--- src/hw/rtl/shl_pkg.sv ---
`timescale 1ns / 1ps
package shl_pkg;

   localparam int unsigned ELEM_W  = 16;
   localparam int unsigned DOT_W   = 40;
   localparam int unsigned GRAD_W  = 40;
   localparam int unsigned INDEX_W = 6;
   localparam int unsigned LOSS_W  = 48;

   typedef struct packed {
      logic accept;
      logic accumulate;
      logic margin;
      logic sq_hh;
      logic sq_hl;
      logic sq_ll;
      logic sq_sum;
      logic loss_update;
      logic mult;
      logic form;
      logic item_end;
   } shl_cmd_type;

   typedef struct packed {
      logic last_element;
      logic final_gradient;
   } shl_status_type;

endpackage

--- src/hw/rtl/shl_datapath.sv ---
`timescale 1ns / 1ps
module shl_datapath #(
   parameter int unsigned ITEM_SIZE = 16
) (
   input  logic                              clock,
   input  logic                              reset,
   input  shl_pkg::shl_cmd_type              cmd,
   output shl_pkg::shl_status_type           status,
   input  logic signed [shl_pkg::ELEM_W-1:0] req_actual,
   input  logic signed [shl_pkg::ELEM_W-1:0] req_expected,
   input  logic                              req_last_element,
   input  logic                              req_last_batch_item,
   output logic signed [shl_pkg::GRAD_W-1:0] rsp_gradient,
   output logic [shl_pkg::INDEX_W-1:0]       rsp_element_index,
   output logic                              rsp_last_of_item,
   output logic [shl_pkg::LOSS_W-1:0]        rsp_batch_loss,
   output logic                              rsp_batch_done,
   output logic                              rsp_overflow
);
   import shl_pkg::*;

   localparam int unsigned AW = (ITEM_SIZE > 1) ? $clog2(ITEM_SIZE) : 1;
   localparam int unsigned CW = $clog2(ITEM_SIZE + 1);
   localparam logic [CW-1:0] ITEM_MAX = CW'(ITEM_SIZE);

   localparam logic signed [DOT_W-1:0] DOT_MAX = 40'sh7F_FFFF_FFFF;
   localparam logic signed [DOT_W-1:0] DOT_MIN = 40'sh80_0000_0000;
   localparam logic signed [DOT_W-1:0] ONE_Q24 = 40'sd16777216;
   localparam logic signed [DOT_W:0]   ONE_Q24_EXT = 41'sd16777216;
   localparam logic signed [DOT_W:0]   SQ_LIMIT = 41'sh10_0000_0000;
   localparam logic [LOSS_W-1:0]       LOSS_MAX = 48'hFFFF_FFFF_FFFF;
   localparam logic [45:0]             GRAD_NEG_LIM = 46'h80_0000_0000;
   localparam logic [45:0]             GRAD_POS_LIM = 46'h7F_FFFF_FFFF;

   logic signed [ELEM_W-1:0] store_mem [2**AW];

   logic [CW-1:0]            count_ff,   count_in;
   logic                     dropped_ff, dropped_in;
   logic                     last_ff;
   logic                     batch_end_ff;
   logic signed [31:0]       prod_ff;
   logic signed [DOT_W-1:0]  dot_ff,     dot_in;
   logic [DOT_W:0]           m_ff;
   logic                     active_ff;
   logic                     big_ff;
   logic [47:0]              sq_prod_ff;
   logic [71:0]              sq_acc_ff;
   logic [LOSS_W-1:0]        loss_ff,    loss_in;
   logic [CW-1:0]            rd_ptr_ff,  rd_ptr_in;
   logic signed [ELEM_W-1:0] rdata_ff;
   logic [45:0]              mag_ff;
   logic                     neg_ff;
   logic                     zero_ff;
   logic [CW-1:0]            idx_ff;
   logic signed [GRAD_W-1:0] grad_ff;
   logic [INDEX_W-1:0]       index_ff;
   logic                     final_ff;
   logic [LOSS_W-1:0]        rsp_loss_ff;
   logic                     done_ff;
   logic                     ovf_ff;

   logic                     full;
   logic signed [31:0]       elem_prod;
   logic signed [DOT_W:0]    dot_sum;
   logic signed [DOT_W:0]    margin;
   logic [23:0]              sq_hi;
   logic [23:0]              sq_lo;
   logic [23:0]              sq_op_a;
   logic [23:0]              sq_op_b;
   logic [47:0]              sq_mul;
   logic [LOSS_W-1:0]        loss_term;
   logic [LOSS_W:0]          loss_sum;
   logic [ELEM_W-1:0]        emag;
   logic [56:0]              grad_mul;
   logic signed [GRAD_W-1:0] grad_val;

   assign full      = (count_ff == ITEM_MAX);
   assign elem_prod = req_actual * req_expected;

   assign dot_sum = {dot_ff[DOT_W-1], dot_ff} + {{9{prod_ff[31]}}, prod_ff};
   assign margin  = ONE_Q24_EXT - {dot_ff[DOT_W-1], dot_ff};

   assign sq_hi   = m_ff[35:12];
   assign sq_lo   = {12'd0, m_ff[11:0]};
   assign sq_op_a = cmd.sq_ll ? sq_lo : sq_hi;
   assign sq_op_b = cmd.sq_hh ? sq_hi : sq_lo;
   assign sq_mul  = sq_op_a * sq_op_b;

   assign loss_term = big_ff ? LOSS_MAX : sq_acc_ff[71:24];
   assign loss_sum  = {1'b0, loss_ff} + {1'b0, loss_term};

   assign emag     = rdata_ff[ELEM_W-1] ? (~rdata_ff + 16'd1) : rdata_ff;
   assign grad_mul = 57'(m_ff) * 57'(emag);

   always_comb begin
      if (zero_ff) begin
         grad_val = '0;
      end else if (neg_ff) begin
         grad_val = (mag_ff > GRAD_NEG_LIM) ? DOT_MIN : 40'(~mag_ff + 46'd1);
      end else begin
         grad_val = (mag_ff > GRAD_POS_LIM) ? DOT_MAX : mag_ff[39:0];
      end
   end

   always_comb begin
      count_in   = count_ff;
      dropped_in = dropped_ff;
      dot_in     = dot_ff;
      loss_in    = loss_ff;
      rd_ptr_in  = rd_ptr_ff;
      if (cmd.accept) begin
         if (full) begin
            dropped_in = 1'b1;
         end else begin
            count_in = count_ff + 1'b1;
         end
      end
      if (cmd.accumulate) begin
         if (dot_sum[DOT_W] != dot_sum[DOT_W-1]) begin
            dot_in = dot_sum[DOT_W] ? DOT_MIN : DOT_MAX;
         end else begin
            dot_in = dot_sum[DOT_W-1:0];
         end
      end
      if (cmd.margin) begin
         rd_ptr_in = '0;
      end
      if (cmd.loss_update && active_ff) begin
         loss_in = loss_sum[LOSS_W] ? LOSS_MAX : loss_sum[LOSS_W-1:0];
      end
      if (cmd.mult) begin
         rd_ptr_in = rd_ptr_ff + 1'b1;
      end
      if (cmd.item_end) begin
         count_in   = '0;
         dropped_in = 1'b0;
         dot_in     = '0;
         rd_ptr_in  = '0;
         if (batch_end_ff) begin
            loss_in = '0;
         end
      end
   end

   always_ff @(posedge clock) begin
      if (reset) begin
         count_ff   <= '0;
         dropped_ff <= 1'b0;
         dot_ff     <= '0;
         loss_ff    <= '0;
         rd_ptr_ff  <= '0;
      end else begin
         count_ff   <= count_in;
         dropped_ff <= dropped_in;
         dot_ff     <= dot_in;
         loss_ff    <= loss_in;
         rd_ptr_ff  <= rd_ptr_in;
      end
   end

   always_ff @(posedge clock) begin
      if (cmd.accept && !full) begin
         store_mem[count_ff[AW-1:0]] <= req_expected;
      end
      rdata_ff <= store_mem[rd_ptr_ff[AW-1:0]];
   end

   always_ff @(posedge clock) begin
      if (cmd.accept) begin
         last_ff      <= req_last_element;
         batch_end_ff <= req_last_batch_item;
         prod_ff      <= full ? 32'sd0 : elem_prod;
      end
      if (cmd.margin) begin
         active_ff <= (dot_ff < ONE_Q24);
         big_ff    <= (margin >= SQ_LIMIT);
         m_ff      <= (dot_ff < ONE_Q24) ? margin : '0;
      end
      if (cmd.sq_hh || cmd.sq_hl || cmd.sq_ll) begin
         sq_prod_ff <= sq_mul;
      end
      if (cmd.sq_hl) begin
         sq_acc_ff <= {sq_prod_ff, 24'd0};
      end else if (cmd.sq_ll) begin
         sq_acc_ff <= sq_acc_ff + (72'(sq_prod_ff) << 13);
      end else if (cmd.sq_sum) begin
         sq_acc_ff <= sq_acc_ff + 72'(sq_prod_ff);
      end
      if (cmd.mult) begin
         mag_ff  <= grad_mul[56:11];
         neg_ff  <= !rdata_ff[ELEM_W-1];
         zero_ff <= (rdata_ff == '0);
         idx_ff  <= rd_ptr_ff;
      end
      if (cmd.form) begin
         grad_ff     <= grad_val;
         index_ff    <= INDEX_W'(idx_ff);
         final_ff    <= ((idx_ff + 1'b1) == count_ff);
         rsp_loss_ff <= loss_ff;
         done_ff     <= ((idx_ff + 1'b1) == count_ff) && batch_end_ff;
         ovf_ff      <= dropped_ff;
      end
   end

   assign status.last_element   = last_ff;
   assign status.final_gradient = final_ff;

   assign rsp_gradient      = grad_ff;
   assign rsp_element_index = index_ff;
   assign rsp_last_of_item  = final_ff;
   assign rsp_batch_loss    = rsp_loss_ff;
   assign rsp_batch_done    = done_ff;
   assign rsp_overflow      = ovf_ff;

   a_count_bound: assert property (@(posedge clock) disable iff (reset)
      count_ff <= ITEM_MAX)
      else $error("element count beyond capacity");

   a_item_end_clears: assert property (@(posedge clock) disable iff (reset)
      cmd.item_end |=> (count_ff == '0 && dot_ff == '0 && !dropped_ff))
      else $error("item state not cleared");

   a_read_in_range: assert property (@(posedge clock) disable iff (reset)
      cmd.mult |-> (rd_ptr_ff < count_ff))
      else $error("gradient read beyond stored elements");

endmodule

--- config.mk ---
export PLATFORM = sky130hd
export DESIGN_NAME = shl_datapath
export DESIGN_NICKNAME = d
export VERILOG_FILES = /design/src/hw/rtl/shl_pkg.sv /design/src/hw/rtl/shl_datapath.sv
export SDC_FILE = /design/constraint.sdc
export NUM_CORES = 2
export LEC_CHECK = 0
export CAP_MARGIN = 5
export CORE_UTILIZATION = 49
export CTS_BUF_LIST = sky130_fd_sc_hd__clkbuf_2 sky130_fd_sc_hd__clkbuf_4 sky130_fd_sc_hd__clkbuf_8
export CTS_CLUSTER_SIZE = 20
export DETAILED_ROUTE_END_ITERATION = 8
export DONT_BUFFER_PORTS = 1
export GPL_TIMING_DRIVEN = 0
export PLACE_DENSITY = 0.72
export SLEW_MARGIN = 20
export SYNTH_ARGS = -nofsm -noshare
export SYNTH_HDL_FRONTEND = slang
export SYNTH_SLANG_ARGS = --single-unit
--- constraint.sdc ---
create_clock -name clock -period 24.7 [get_ports clock]
set_input_delay 2.47 -clock clock [delete_from_list [all_inputs] [get_ports clock]]
set_output_delay 2.47 -clock clock [all_outputs]
set_load 0.05 [all_outputs]
==> results.txt <==
The run finished, with violations left. The checks that failed: design-rule violations. Across the routed clock network, the largest skew measured is 0.0968 ns. In the synthesized netlist the dominant register cell turns out to be sky130_fd_sc_hd__edfxtp_1. The final hold slack came out at 0.446 ns. Counting the buffers created by CTS gives 121. Compared with the post-synthesis result, the final layout area differs by 7.04%. The post-cts resize count came out at 0. The via density per instance came out at 5.71. After layout, the worst path uses 50.5% of the clock period. Once the floorplan was initialized, standard cells occupied 49.4% of the core. The largest net degree at the start of global routing is 97. The count of final setup violators is 0.

The final global-route overflow total came out at 0. The fraction of the yosys area taken by sequential cells came out at 23.1%. The global-route wire length before repair is 412000 um.

The worst setup path is launched from a primary input. The maximum clock rate came out at 0.0801 GHz. The number of port buffers is 0. The worst slew margin relative to its limit is 12.9%. For this run, the total global-route usage over all layers was measured as 30.1%. The highest cell delay on the worst timing path came out at 1.12 ns. The I/O pin count came out at 146. The max-slew violation count is 0. The total setup buffers inserted after CTS is 0. TritonCTS built the clock tree. Setup repair after global routing left no endpoint under its margin. The number of nets produced by synthesis is 11000. The clock tree synthesis step divided the H-tree into 3 levels.

The placeable core region came out at 0.176 sq mm. The CTS sink count is 717. At the worst endpoint, the required time is 25.37 ns.

The worst path in the final design needs a cycle of 12.48 ns, including I/O delays and setup. The number of hold violations in the final report is 0. The startpoint-to-endpoint class of the critical path is primary input to register.

Leaving out fill and tap cells, the most frequent cells in the layout are sky130_fd_sc_hd__inv_1, sky130_fd_sc_hd__fa_1, sky130_fd_sc_hd__nand2_1, sky130_fd_sc_hd__edfxtp_1, sky130_fd_sc_hd__ha_1. The hold-fix buffer count after cts is 0. The height of the die is 424 um. The amount of wire on met3 after detailed routing came out at 22100 um.

In this design, the critical path's most frequently occurring cell is sky130_fd_sc_hd__fa_1. The gate count of the mapped netlist came out at 9094. The worst hold path depth is 0. Synthesis inferred 717 register bits. The detailed-routing wirelength on met1 is 110000 um. The mean area per synthesized cell came out at 9.58 sq um. The library cell used most frequently in the layout, excluding fill and tap cells, is sky130_fd_sc_hd__inv_1. For the worst-skew pair, the clock arrives at the later sink with an insertion delay of 0.93 ns. At the pin with the least slew margin, the transition time is 1.27 ns.

The Yosys warning count came out at 0. The slowest cell on the critical path is sky130_fd_sc_hd__mux2i_1. The top routing layer in use is met5. The library cell used as clock root buffer is sky130_fd_sc_hd__clkbuf_8.

Counting tap cells, the placed design contains a total of 11500 instances. The path depth of the worst reg2reg path came out at 30. The net count of the finished layout is 11200. The amount of wire on met2 after detailed routing is 124000 um. The number of antenna violations at the first check in global routing is 14. The remaining routing DRC violations came out at 31. The endpoint arrival time on the critical path is 13.15 ns.

In the synthesized netlist the async set-or-reset flop fraction comes to 0%. The number of cell rows is 154. The launch point of the worst hold path is dropped_ff. The count of flip-flops with a built-in enable after synthesis came out at 578. The congestion estimate from routability-driven global placement came to 1.02. The first-pass iteration count of the detailed router is 9. The final cell count without fillers is 11700. The remaining antenna violation count after routing is 0. The number of design-rule violations left by the first detailed-router iteration is 5970. The die width came out at 424 um. The total half-perimeter wirelength after legalization and detailed placement came out at 219000 um. The clock edge transition at the registers on the reported setup and hold paths is 0.06 ns.

STA classifies the critical path endpoint as a register. The startpoint identified for the worst register-to-register timing path is rdata_ff[0]. Max-cap violations in this run came to 0. The highest fanout seen on the critical path came out at 10. The die outline area is 0.180 sq mm. The launching instance or port of the critical path is cmd[5]. The via count of the first global-routing pass is 68600.

The average wire per standard cell came out at 23.0 um. After routing, the total negative slack on setup checks comes to 0 ns. The buffer depth of the longest clock path is 3. The tightest min-delay check is of the register to register type. In this run, distinct cell masters in the synthesized netlist total 94. After synthesis the cells add up to 0.0872 sq mm. The total routed wirelength is 269000 um. The routed via count came out at 66800. The layout cell share with drive strength beyond 1 is 5.04%.
cell usage after synthesis, drive strengths merged (133+ instances only):
master | instances | area (sq um)
a21o | 175 | 1310
a21oi | 441 | 2210
and2 | 354 | 2210
clkbuf | 403 | 1510
dfxtp | 139 | 2780
edfxtp | 578 | 17400
fa | 1291 | 25800
ha | 575 | 7190
inv | 1534 | 5760
nand2 | 1246 | 4680
nor2 | 512 | 1920
o21ai | 290 | 1450
xnor2 | 212 | 1860
xor2 | 133 | 1160
logic make-up (layout without fill, tap and decap cells):
group / count (synthesis) / count (layout) / share of synthesized area, %
DFF: 717 / 717 / 23.1
adders and majority gates: 1904 / 1904 / 38.3
and+or+nand+nor: 2660 / 2660 / 14.0
xor gates and xnor gates: 345 / 345 / 3.47
AOI/OAI and AO/OA: 1363 / 1363 / 9.84
other: 1 / 11 / 0.00430
buffers and inverters: 1969 / 2219 / 8.51
muxes: 135 / 135 / 2.73
final cells by class:
| cell class | count | area [sq um] |
|---|---|---|
| inverters | 1534 | 5760 |
| well taps | 2340 | 2930 |
| clock buffers | 174 | 2140 |
| clock inverters | 56 | 684 |
| plain buffers | 435 | 1660 |
| fillers | 16000 | 83200 |
| flip-flops and latches | 717 | 20100 |
| repair buffers | 20 | 245 |
| multi-input cells | 6408 | 59700 |
| diodes | 10 | 25.0 |
path summary, 6_finish.rpt:
check | slack (ns) | end
setup / recovery | 12.22 | sq_prod_ff[45]
setup reg to reg | 13.60 | mag_ff[39]
hold / removal | 0.45 | rsp_overflow
hold reg to reg | 0.45 | rsp_overflow
stage by stage:
step / worst slack, ns / utilization (%) / area, sq um
after floorplan: 14.47 / - / 87200
after global placement: 11.32 / 51.0 / 90100
after detailed placement: 11.54 / 51.2 / 90400
after CTS: 12.52 / 52.8 / 93300
after global routing: 12.16 / 52.9 / 93300
final: 12.22 / 52.9 / 93300
sequential cells by signal (all words and copies together) (netlist names), 40 cells and up, named ones only:
register,count
loss_ff,48
rsp_batch_loss,48
sq_acc_ff,59
m_ff,41
dot_ff,40
sq_prod_ff,48
rsp_gradient,40
mag_ff,46
store_mem,256
worst max-delay path, delay by kind of cell:
family	cells	cell delay, ns
adders and majority gates	8	3.84
muxes	1	1.12
xor gates and xnor gates	1	0.35
AOI/OAI and AO/OA	6	1.96
and+or+nand+nor	4	0.71
buffers and inverters	6	2.67
per-layer routing:
layer	global-route usage (%)	up-vias
met4	13.4	4
met1	39.9	33600
met5	0	-
met3	5.24	623
li1	-	29700
met2	48.5	2933
Power is left out: the tool's default activity adds up to more than one toggle a clock period on the data nets, which glitch-free logic cannot reach.
