$ cat src/hw/rtl/shl_pkg.sv
`timescale 1ns / 1ps
package shl_pkg;

   localparam int unsigned ELEM_W  = 16;
   localparam int unsigned DOT_W   = 40;
   localparam int unsigned GRAD_W  = 40;
   localparam int unsigned INDEX_W = 6;
   localparam int unsigned LOSS_W  = 48;

   typedef struct packed {
      logic accept;
      logic accumulate;
      logic margin;
      logic sq_hh;
      logic sq_hl;
      logic sq_ll;
      logic sq_sum;
      logic loss_update;
      logic mult;
      logic form;
      logic item_end;
   } shl_cmd_type;

   typedef struct packed {
      logic last_element;
      logic final_gradient;
   } shl_status_type;

endpackage

$ cat src/hw/rtl/shl_ctrl.sv
`timescale 1ns / 1ps
module shl_ctrl (
   input  logic                    clock,
   input  logic                    reset,
   input  logic                    req_valid,
   output logic                    req_ready,
   output logic                    rsp_valid,
   input  logic                    rsp_ready,
   input  shl_pkg::shl_status_type status,
   output shl_pkg::shl_cmd_type    cmd
);
   import shl_pkg::*;

   typedef enum logic [10:0] {
      ST_IDLE   = 11'b000_0000_0001,
      ST_ACCUM  = 11'b000_0000_0010,
      ST_MARGIN = 11'b000_0000_0100,
      ST_SQ_HH  = 11'b000_0000_1000,
      ST_SQ_HL  = 11'b000_0001_0000,
      ST_SQ_LL  = 11'b000_0010_0000,
      ST_SQ_SUM = 11'b000_0100_0000,
      ST_LOSS   = 11'b000_1000_0000,
      ST_MULT   = 11'b001_0000_0000,
      ST_FORM   = 11'b010_0000_0000,
      ST_SEND   = 11'b100_0000_0000
   } state_type;

   state_type state_ff, state_in;

   always_comb begin
      state_in  = state_ff;
      cmd       = '0;
      req_ready = 1'b0;
      rsp_valid = 1'b0;
      case (state_ff)
         ST_IDLE: begin
            req_ready  = 1'b1;
            cmd.accept = req_valid;
            if (req_valid) begin
               state_in = ST_ACCUM;
            end
         end
         ST_ACCUM: begin
            cmd.accumulate = 1'b1;
            state_in = status.last_element ? ST_MARGIN : ST_IDLE;
         end
         ST_MARGIN: begin
            cmd.margin = 1'b1;
            state_in   = ST_SQ_HH;
         end
         ST_SQ_HH: begin
            cmd.sq_hh = 1'b1;
            state_in  = ST_SQ_HL;
         end
         ST_SQ_HL: begin
            cmd.sq_hl = 1'b1;
            state_in  = ST_SQ_LL;
         end
         ST_SQ_LL: begin
            cmd.sq_ll = 1'b1;
            state_in  = ST_SQ_SUM;
         end
         ST_SQ_SUM: begin
            cmd.sq_sum = 1'b1;
            state_in   = ST_LOSS;
         end
         ST_LOSS: begin
            cmd.loss_update = 1'b1;
            state_in        = ST_MULT;
         end
         ST_MULT: begin
            cmd.mult = 1'b1;
            state_in = ST_FORM;
         end
         ST_FORM: begin
            cmd.form = 1'b1;
            state_in = ST_SEND;
         end
         ST_SEND: begin
            rsp_valid = 1'b1;
            if (rsp_ready) begin
               if (status.final_gradient) begin
                  cmd.item_end = 1'b1;
                  state_in     = ST_IDLE;
               end else begin
                  state_in = ST_MULT;
               end
            end
         end
         default: begin
            state_in = ST_IDLE;
         end
      endcase
   end

   always_ff @(posedge clock) begin
      if (reset) begin
         state_ff <= ST_IDLE;
      end else begin
         state_ff <= state_in;
      end
   end

   a_no_overlap: assert property (@(posedge clock) disable iff (reset)
      !(req_ready && rsp_valid))
      else $error("input and result sides open together");

   a_final_to_idle: assert property (@(posedge clock) disable iff (reset)
      (rsp_valid && rsp_ready && status.final_gradient) |=> req_ready)
      else $error("no return to input after final gradient");

   a_valid_held: assert property (@(posedge clock) disable iff (reset)
      (rsp_valid && !rsp_ready) |=> rsp_valid)
      else $error("result dropped while stalled");

   a_item_end_on_transfer: assert property (@(posedge clock) disable iff (reset)
      cmd.item_end |-> (rsp_valid && rsp_ready && status.final_gradient))
      else $error("item closed without final transfer");

endmodule

$ cat config.mk
export PLATFORM = sky130hd
export DESIGN_NAME = shl_ctrl
export DESIGN_NICKNAME = d
export VERILOG_FILES = /design/src/hw/rtl/shl_pkg.sv /design/src/hw/rtl/shl_ctrl.sv
export SDC_FILE = /design/constraint.sdc
export NUM_CORES = 1
export LEC_CHECK = 0
export CORE_AREA = 10 10 47 49
export DETAILED_ROUTE_END_ITERATION = 8
export DIE_AREA = 0 0 57 59
export DONT_BUFFER_PORTS = 1
export PLACE_DENSITY_LB_ADDON = 0.05
export SKIP_LAST_GASP = 1
export SYNTH_ARGS = -nofsm -noshare
export SYNTH_HDL_FRONTEND = slang
export SYNTH_SLANG_ARGS = --single-unit
$ cat constraint.sdc
create_clock -name clock -period 3.7 [get_ports clock]
set_input_delay 0.74 -clock clock [delete_from_list [all_inputs] [get_ports clock]]
set_output_delay 0.74 -clock clock [all_outputs]
set_load 0.02 [all_outputs]
==> flow_results.org, run 1 <==
** STA
- Setup repair after global routing missed its margin :: false
- For this run, the top clock speed supported by timing is 0.326 GHz.
- Relative max-transition margin :: 49.0%
- The routed design could run at a clock period as short as ~3 ns.
- Setup violations remaining at the end of the flow were counted as 0.
- Between clock sinks in the finished design, the worst skew comes to 0.00155 ns.
- Final hold violation count :: 0
- At the pin with the least slew margin, the transition time is about 0.76 ns.
- Setup_tns :: 0 ns
- The number of pins exceeding their max-slew limit in the final report was 0.
- Final critical-path share of the clock period :: 82.9%

** Synthesis
- Count of warnings emitted by yosys :: 0
- Top cells by area, synth :: dfxtp_1 (32%), nor3b_1 (7.6%), nor2_1 (7.1%), nor4b_1 (3.8%), nor2b_1 (3.6%)
- Syn_nets :: slightly above 90
- For this run, the register share of the synthesized area comes to 31.8%.
- Synthesized cell area :: about 700 um2
- Counting flops with a built-in enable in the synthesized netlist gives 0.
- Synth Area per Inst :: 7.95 um2
- FFs w/ async S/R, synth :: 0%
- Post-synthesis sequential element count :: 11
- Number of distinct library cells after synthesis :: 32
- After technology mapping, the gate count stands at between 80 and 90.
- Share of the synthesized area in the top cell type :: about a third
- Cell type with the largest total area after synthesis :: dfxtp_1
- Top flip-flop cell by instance count after synthesis :: dfxtp_1

** Pwr
- Summed over all cells, the static leakage comes to 0.302 nW.
- Power spread over the standard cell area amounts to 321 mW/mm2.
- Across the VDD grid, the largest voltage drop is 0.000174 V.
- Post-layout power :: 239 uW

** Clock tree
- Post-CTS Setup Bufs :: 0
- Number of H-tree branching levels :: 1
- The cell sitting at the root of the clock tree is a clkbuf_4.
- Quantity of hold-fixing buffers added after cts :: 0
- The later pin in the worst-skew pair is clocked with a latency of 0.26 ns.
- Number of buffers created by CTS :: 3
- Clk sink count :: 11
- TritonCTS clock tree :: yes
- Counting along the longest clock path gives a buffer depth of 2.
- After clock tree synthesis, the clock-pin slew on the worst setup and hold paths is ~0.07 ns.
- Number of resized instances in the post-cts repair step :: 0

** Min path
- Along the worst hold path, the cell count comes to 1.
- Worst hold path type :: input pin to flop

** Global routing
- The first global-routing pass estimated roughly 2800 um of wire.
- Entering global routing, the biggest net connects 10 pins.
- Overall fraction of global-route tracks in use :: about a tenth
- The initial antenna violation count came to 0.
- Number of global-route vias before repair :: approximately 620
- For this run the aggregate overflow at the end of global routing stands at 0.

** Placement
- The congestion estimate from routability-driven global placement came to between 0.8 and 0.9.
- Number of I/O port buffers :: 0
- Instance count after placement with tap cells included :: 102
- Summed over all nets, the half-perimeter wirelength after detailed placement is roughly 1300 um.

** Cells and area
- Register ranked first by flip-flop count :: state_ff
- Final Non-Filler Cells :: roughly 110
- Summing all multi-input logic gate instances after layout gives ~440 um2.
- Diodes inserted :: 0
- Area growth from synthesis to layout :: 7.59%
- Filler Cell Count :: roughly 160
- Flip-flop count of the largest register after layout :: 11
- The post-route netlist has 8.89% of its cells at a drive strength greater than 1.
- After the last flow step, the layout net total stands at between 90 and 100.
- Registers with the most flip-flops :: state_ff: 11 flops
- FF+latch area :: 220 um2

** Detailed routing
- The detail route stage leaves a number of antenna-violating nets equal to 0.
- Final routed wirelength across all metal layers :: 1690 um
- Count of TritonRoute iterations in the first routing pass :: 4
- Vias per cell :: between 6 and 7
- In this run, the number of DRC markers left after iteration 0 of detailed routing was 17.
- Routed wire length per instance :: 15.9 um
- In the routed design, unresolved DRC markers number 0.
- Routed vias :: 658

** Setup path
- Worst-case reg-to-reg path depth :: 4
- The critical path is of the flop to output port type.
- Crit Path Max Fanout :: 4
- Worst Setup Start Kind :: flop
- In this design, the stage delay of the slowest critical-path cell is 0.56 ns.
- Traced cell by cell, the critical path runs through or4_1 > or4_4 > nor2_1 > and2_1.
- Crit path required time :: 2.96 ns
- CP max-delay cell :: or4_1
- Endpoint kind of the worst setup timing path :: output port
- Data arrives at the worst endpoint at 2.33 ns.

** Floorplan
- In this run the horizontal extent of the chip is 57 um.
- After floorplanning, the core was sized to cover 0.00140 mm2.
- Die area :: 0.00336 mm2
- For this configuration, the core starts out at a cell density of between 40% and 50%.
- The die is slightly below 60 um tall.
- The floorplan has 14 rows.
- Top-level I/O count :: 19

** Status
- Status :: complete, no violations

** Flow run
- Max-cap violations in this run came to 0.
## layout make-up
cell class                      count  area share, %
Clock buffer                        4           3.53
Inverter                            3           1.51
Multi-Input combinational cell     69           59.7
Sequential cell                    11           29.6
Tap cell                           16           2.69
Timing Repair Buffer                3           3.03
## stage by stage
step	instance area, um2	worst slack [ns]	util, %	hold slack (ns)
2_1_floorplan	692	1.02	-	0.571
3_3_place_gp	718	0.923	51.2	0.629
3_5_place_dp	718	0.911	51.2	0.630
4_1_cts	744	0.600	53.1	0.614
5_1_grt	744	0.519	53.1	0.627
6_report	744	0.634	53.1	0.623
## cell usage after synthesis (2+ instances only)
master / n
nor2b_1: 4
nand2_1: 3
dfxtp_1: 11
nor3_1: 5
nor3b_1: 7
nand2b_1: 3
xor2_1: 2
and4b_1: 2
inv_1: 3
and3_1: 2
nor4b_1: 3
o21ai_0: 4
clkbuf_1: 3
nand4_1: 3
o211ai_1: 3
nor2_1: 13
## power breakdown
| group | switching [mW] | internal, mW | total (mW) | leakage, nW |
|---|---|---|---|---|
| Sequential | 0.00532 | 0.121 | 0.126 | 0.0891 |
| Combinational | 0.0211 | 0.0109 | 0.0319 | 0.198 |
| Clock | 0.0393 | 0.0417 | 0.0810 | 0.0150 |
## worst max-delay path, delay by kind of cell (launching register included)
family,cells,cell delay [ns]
flops,1,0.32
simple gates,4,1.74
## metal layers
layer  up-vias  GRT usage [%]  part of all wire (%)
met5         -              0                     0
met2        22           16.0                    44
met3         2           6.22                    10
met1       310           10.8                    45
met4         0           4.03                   1.1
li1        324              -                     -
## path summary, 6_finish.rpt
path,slack [ns],startpoint,to
worst max-delay path,0.63,state_ff[7]$_SDFFE_PP0P_,cmd[10]
worst min-delay path,0.62,status[1],state_ff[2]$_SDFFE_PP0P_
worst max register to register,1.39,state_ff[7]$_SDFFE_PP0P_,state_ff[2]$_SDFFE_PP0P_
worst min register to register,0.65,state_ff[9]$_SDFFE_PP0P_,state_ff[0]$_SDFFE_PP1P_
## cells by family (layout without fill, tap and decap cells)
family,count (synthesis),in the layout,synth area share (%)
buf+inv,7,10,3.98
flops,11,11,31.8
compound gates,12,12,13.2
simple gates,54,54,47.2
xor+xnor,3,3,3.80
## cells in the final DEF (no fill, tap or decap)
master / n
nor4_1: 1
nand4_1: 3
and3_1: 2
clkbuf_4: 3
a31oi_1: 1
nor4b_1: 3
nor4bb_1: 1
nand2_1: 3
and2_1: 1
inv_1: 3
xor2_1: 2
or3_1: 1
a21boi_0: 1
and2b_1: 1
o31ai_4: 1
or2b_1: 1
nand3_1: 1
clkbuf_1: 1
nor2_1: 13
a21oi_1: 1
nor3b_1: 7
and4b_1: 2
or4_1: 1
buf_4: 3
o2111ai_1: 1
o211ai_1: 3
xnor2_1: 1
dfxtp_1: 11
o21ai_0: 4
nor2b_1: 4
or4_4: 1
nand2b_1: 3
nor3_1: 5
Power figures use the tool's default switching activity.
==> inputs of run 2 (changes only) <==
==> constraint.sdc (replaced) <==
create_clock -name clock -period 3 [get_ports clock]
set_input_delay 0.6 -clock clock [delete_from_list [all_inputs] [get_ports clock]]
set_output_delay 0.6 -clock clock [all_outputs]
set_load 0.02 [all_outputs]
==> run 2 against run 1 <==
Hold slack got worse by 0.15 ns; sequential share of layout area decreased by 0.58 points; sequential cell count unchanged; utilization is 1.1 points higher; die area did not move; combinational power grew 38%; critical path type unchanged; critical endpoint unchanged; largest power group unchanged.
==> flow_results.org, run 2 (synthesis results as in run 1) <==
** Pwr
- The switching portion of total power came to 28.3% (+0.82 points).
- The internal power component was 217 uW (+25%).
- The portion of total power attributed to the clock network was 34.2% (+0.3 points).
- The portion of total power attributed to sequential cells was 51.2% (-1.6 points).
- The maximum vdd ir drop is 0.000150 V (-14%).
- The areal power density over the cells came to 399 mW/mm2 (+24%).
- The leakage power summed over all cells is 0.312 nW (+3.3%).
- Power dissipated by switching net loads :: 85.8 uW (+31%)
- Part of the total power dissipated in combinational logic :: 14.5% (+1.1 points)

** Detailed routing
- The per-cell routed wire length came to 15.5 um (-3.0%).
- Routed vias :: 652 (-0.91%)
- DR DRC count :: 0 (unchanged)
- Final routed wirelength across all metal layers :: 1670 um (-1.2%)
- Drt initial violations :: 17 (unchanged)
- The length of the first detailed-routing pass in iterations is 6 (+2).
- Vias per cell :: 6.04 (-2.7%)
- Antenna Violating Nets Remaining :: 0 (unchanged)

** Setup path
- The worst setup path is launched from a flop.
- Crit path required time :: 2.40 ns (-0.56 ns)
- FF-to-FF setup slack :: 0.94 ns (-0.45 ns)
- The highest fanout seen on the critical path is 6 (+2).
- Endpoint kind of the worst setup timing path :: output port
- Crit path DAT :: 2.14 ns (-0.19 ns)
- Setup Crit Path Kind :: flop to output port

** Global routing
- Overall fraction of global-route tracks in use :: 10.2% (+0.057 points)
- The largest net degree at the start of global routing was 10 (unchanged).
- Wire length of the first global-routing pass :: 2790 um (+0.98%)
- The initial antenna violation count is 0 (unchanged).
- The via count of the first global-routing pass came to 607 (-1.6%).
- Final global-route overflow total :: 0 (unchanged)

** Floorplan
- Vertical die dimension :: 59 um (unchanged)
- The core area came to 0.00140 mm2 (unchanged).
- The die outline area is 0.00336 mm2 (unchanged).
- The number of ports placed on the die boundary came to 19 (unchanged).
- Horiz. Die Dim :: 57 um (unchanged)
- FP Rows :: 14 (unchanged)
- Initial Utilization :: 49.4% (unchanged)

** STA
- Final Critical Period :: approximately 2.7 ns
- For this run, the top clock speed supported by timing is 0.365 GHz.
- The number of pins exceeding their max-slew limit in the final report came to 0 (unchanged).
- The number of endpoints failing setup at the final stage came to 0 (unchanged).
- The final sum of negative setup slack was 0 ns (unchanged).
- Setup repair after global routing missed its margin :: false
- The final worst clock skew came to 0.00247 ns (+0.000917 ns).
- The headroom to the max-slew limit came to 64.7% (+16 points).
- Final hold violation count :: 0 (unchanged)
- The final critical path takes up 91.3% of the cycle.
- Slew @ Worst Pin :: 0.525 ns (-0.239 ns)

** Placement
- The routability congestion estimate was 0.850 (+2.0%).
- The number of buffer cells added on primary ports was 0 (unchanged).
- HPWL after DPL :: 1260 um (-2.0%)

** Clock tree
- TritonCTS built the clock tree.
- The post-CTS repair timing setup buffer count came to 0 (unchanged).
- The quantity of hold-fixing buffers added after cts is 0 (unchanged).
- Buffer type at the clock tree root :: clkbuf_4
- The H-tree depth was 1 (unchanged).
- Number of resized instances in the post-cts repair step :: 0 (unchanged)
- Number of buffers created by CTS :: 3 (unchanged)
- CTS clock-pin slew for the worst setup and hold paths :: 0.07 ns (about the same)
- The TritonCTS sink count came to 11 (unchanged).
- Latest clock arrival within the worst-skew pair :: 0.27 ns (about the same)
- The worst-case clock buffer depth came to 2 (unchanged).

** Cells and area
- Register ranked first by flip-flop count :: state_ff
- The fraction of layout instances using a drive strength above 1 was 10.9% (+2.0 points).
- Flip-flop count of the largest register after layout :: 11 (unchanged)
- The end-of-flow core utilization was 54.2% (+1.1 points).
- Leaving out fill and tap cells, the most frequent cell in the layout is nor2_1.
- Registers with the most flip-flops :: state_ff: 11 flops
- The number of nets in the finished design came to 99 (+2.1%).
- Diodes inserted :: 0 (unchanged)
- In the layout the commonest cells are nor2_1 (13), dfxtp_1 (11), nor3b_1 (7).
- From synthesis to final layout, the design area changed by 9.76%.

** Status
- The run finished with clean final reports.

** Flow run
- Number of max-cap violations :: 0 (unchanged)

** Min path
- Worst hold path type :: input pin to flop
[run 2: cell count changes in the layout (fill, tap and decap cells not counted), sizes merged]
| cell | previous run | this run |
|---|---|---|
| buf | 3 | 5 |
[run 2: path summary, 6_finish.rpt]
path | to | depth (start not counted) | start
setup / recovery | cmd[10] | 5 | state_ff[9]$_SDFFE_PP0P_
hold / removal | state_ff[1]$_SDFFE_PP0P_ | 1 | req_valid
setup reg to reg | state_ff[8]$_SDFFE_PP0P_ | 4 | state_ff[9]$_SDFFE_PP0P_
hold reg to reg | state_ff[0]$_SDFFE_PP1P_ | 2 | state_ff[9]$_SDFFE_PP0P_
[run 2: final cells by class]
type | instances | area [um2]
fillers | 138 | 642
multi-input cells | 69 | 444
flip-flops and latches | 11 | 220
repair buffers | 5 | 37.5
clock buffers | 4 | 26.3
well taps | 16 | 20.0
inverters | 3 | 11.3
[run 2: power groups by stage]
stage,clock network [mW],logic (mW),registers (mW)
after floorplan,0,0.0366,0.155
after global placement,0,0.0439,0.158
after detailed placement,0,0.0444,0.159
after CTS,0.106,0.0447,0.155
after global routing,0.115,0.0495,0.156
final,0.104,0.0441,0.155
[run 2: layer usage]
metal | GRT usage, % | wire length (um)
met1 | 12.8 | 819
met3 | 5.36 | 147
met2 | 13.8 | 685
met4 | 5.03 | 17
met5 | 0 | 0
[run 2: stage by stage]
| stage | total power, mW | std cells | hold WS, ns | cell area (um2) | setup WS, ns |
|---|---|---|---|---|---|
| 6_report | 0.303 | 108 | 0.472 | 759 | 0.260 |
| 5_1_grt | 0.321 | 108 | 0.470 | 759 | 0.158 |
| 4_1_cts | 0.306 | 108 | 0.464 | 759 | 0.250 |
| 3_5_place_dp | 0.203 | 104 | 0.632 | 733 | 0.551 |
| 3_3_place_gp | 0.202 | 104 | 0.629 | 733 | 0.567 |
| 2_1_floorplan | 0.191 | 87 | 0.571 | 692 | 0.457 |
[run 2: worst max-delay path: stages (launching register included)]
cell and delay [ns]:
dfxtp_1 0.36, or4_1 0.52, or4_4 0.47, nor2_1 0.12, buf_4 0.15, and2_1 0.25
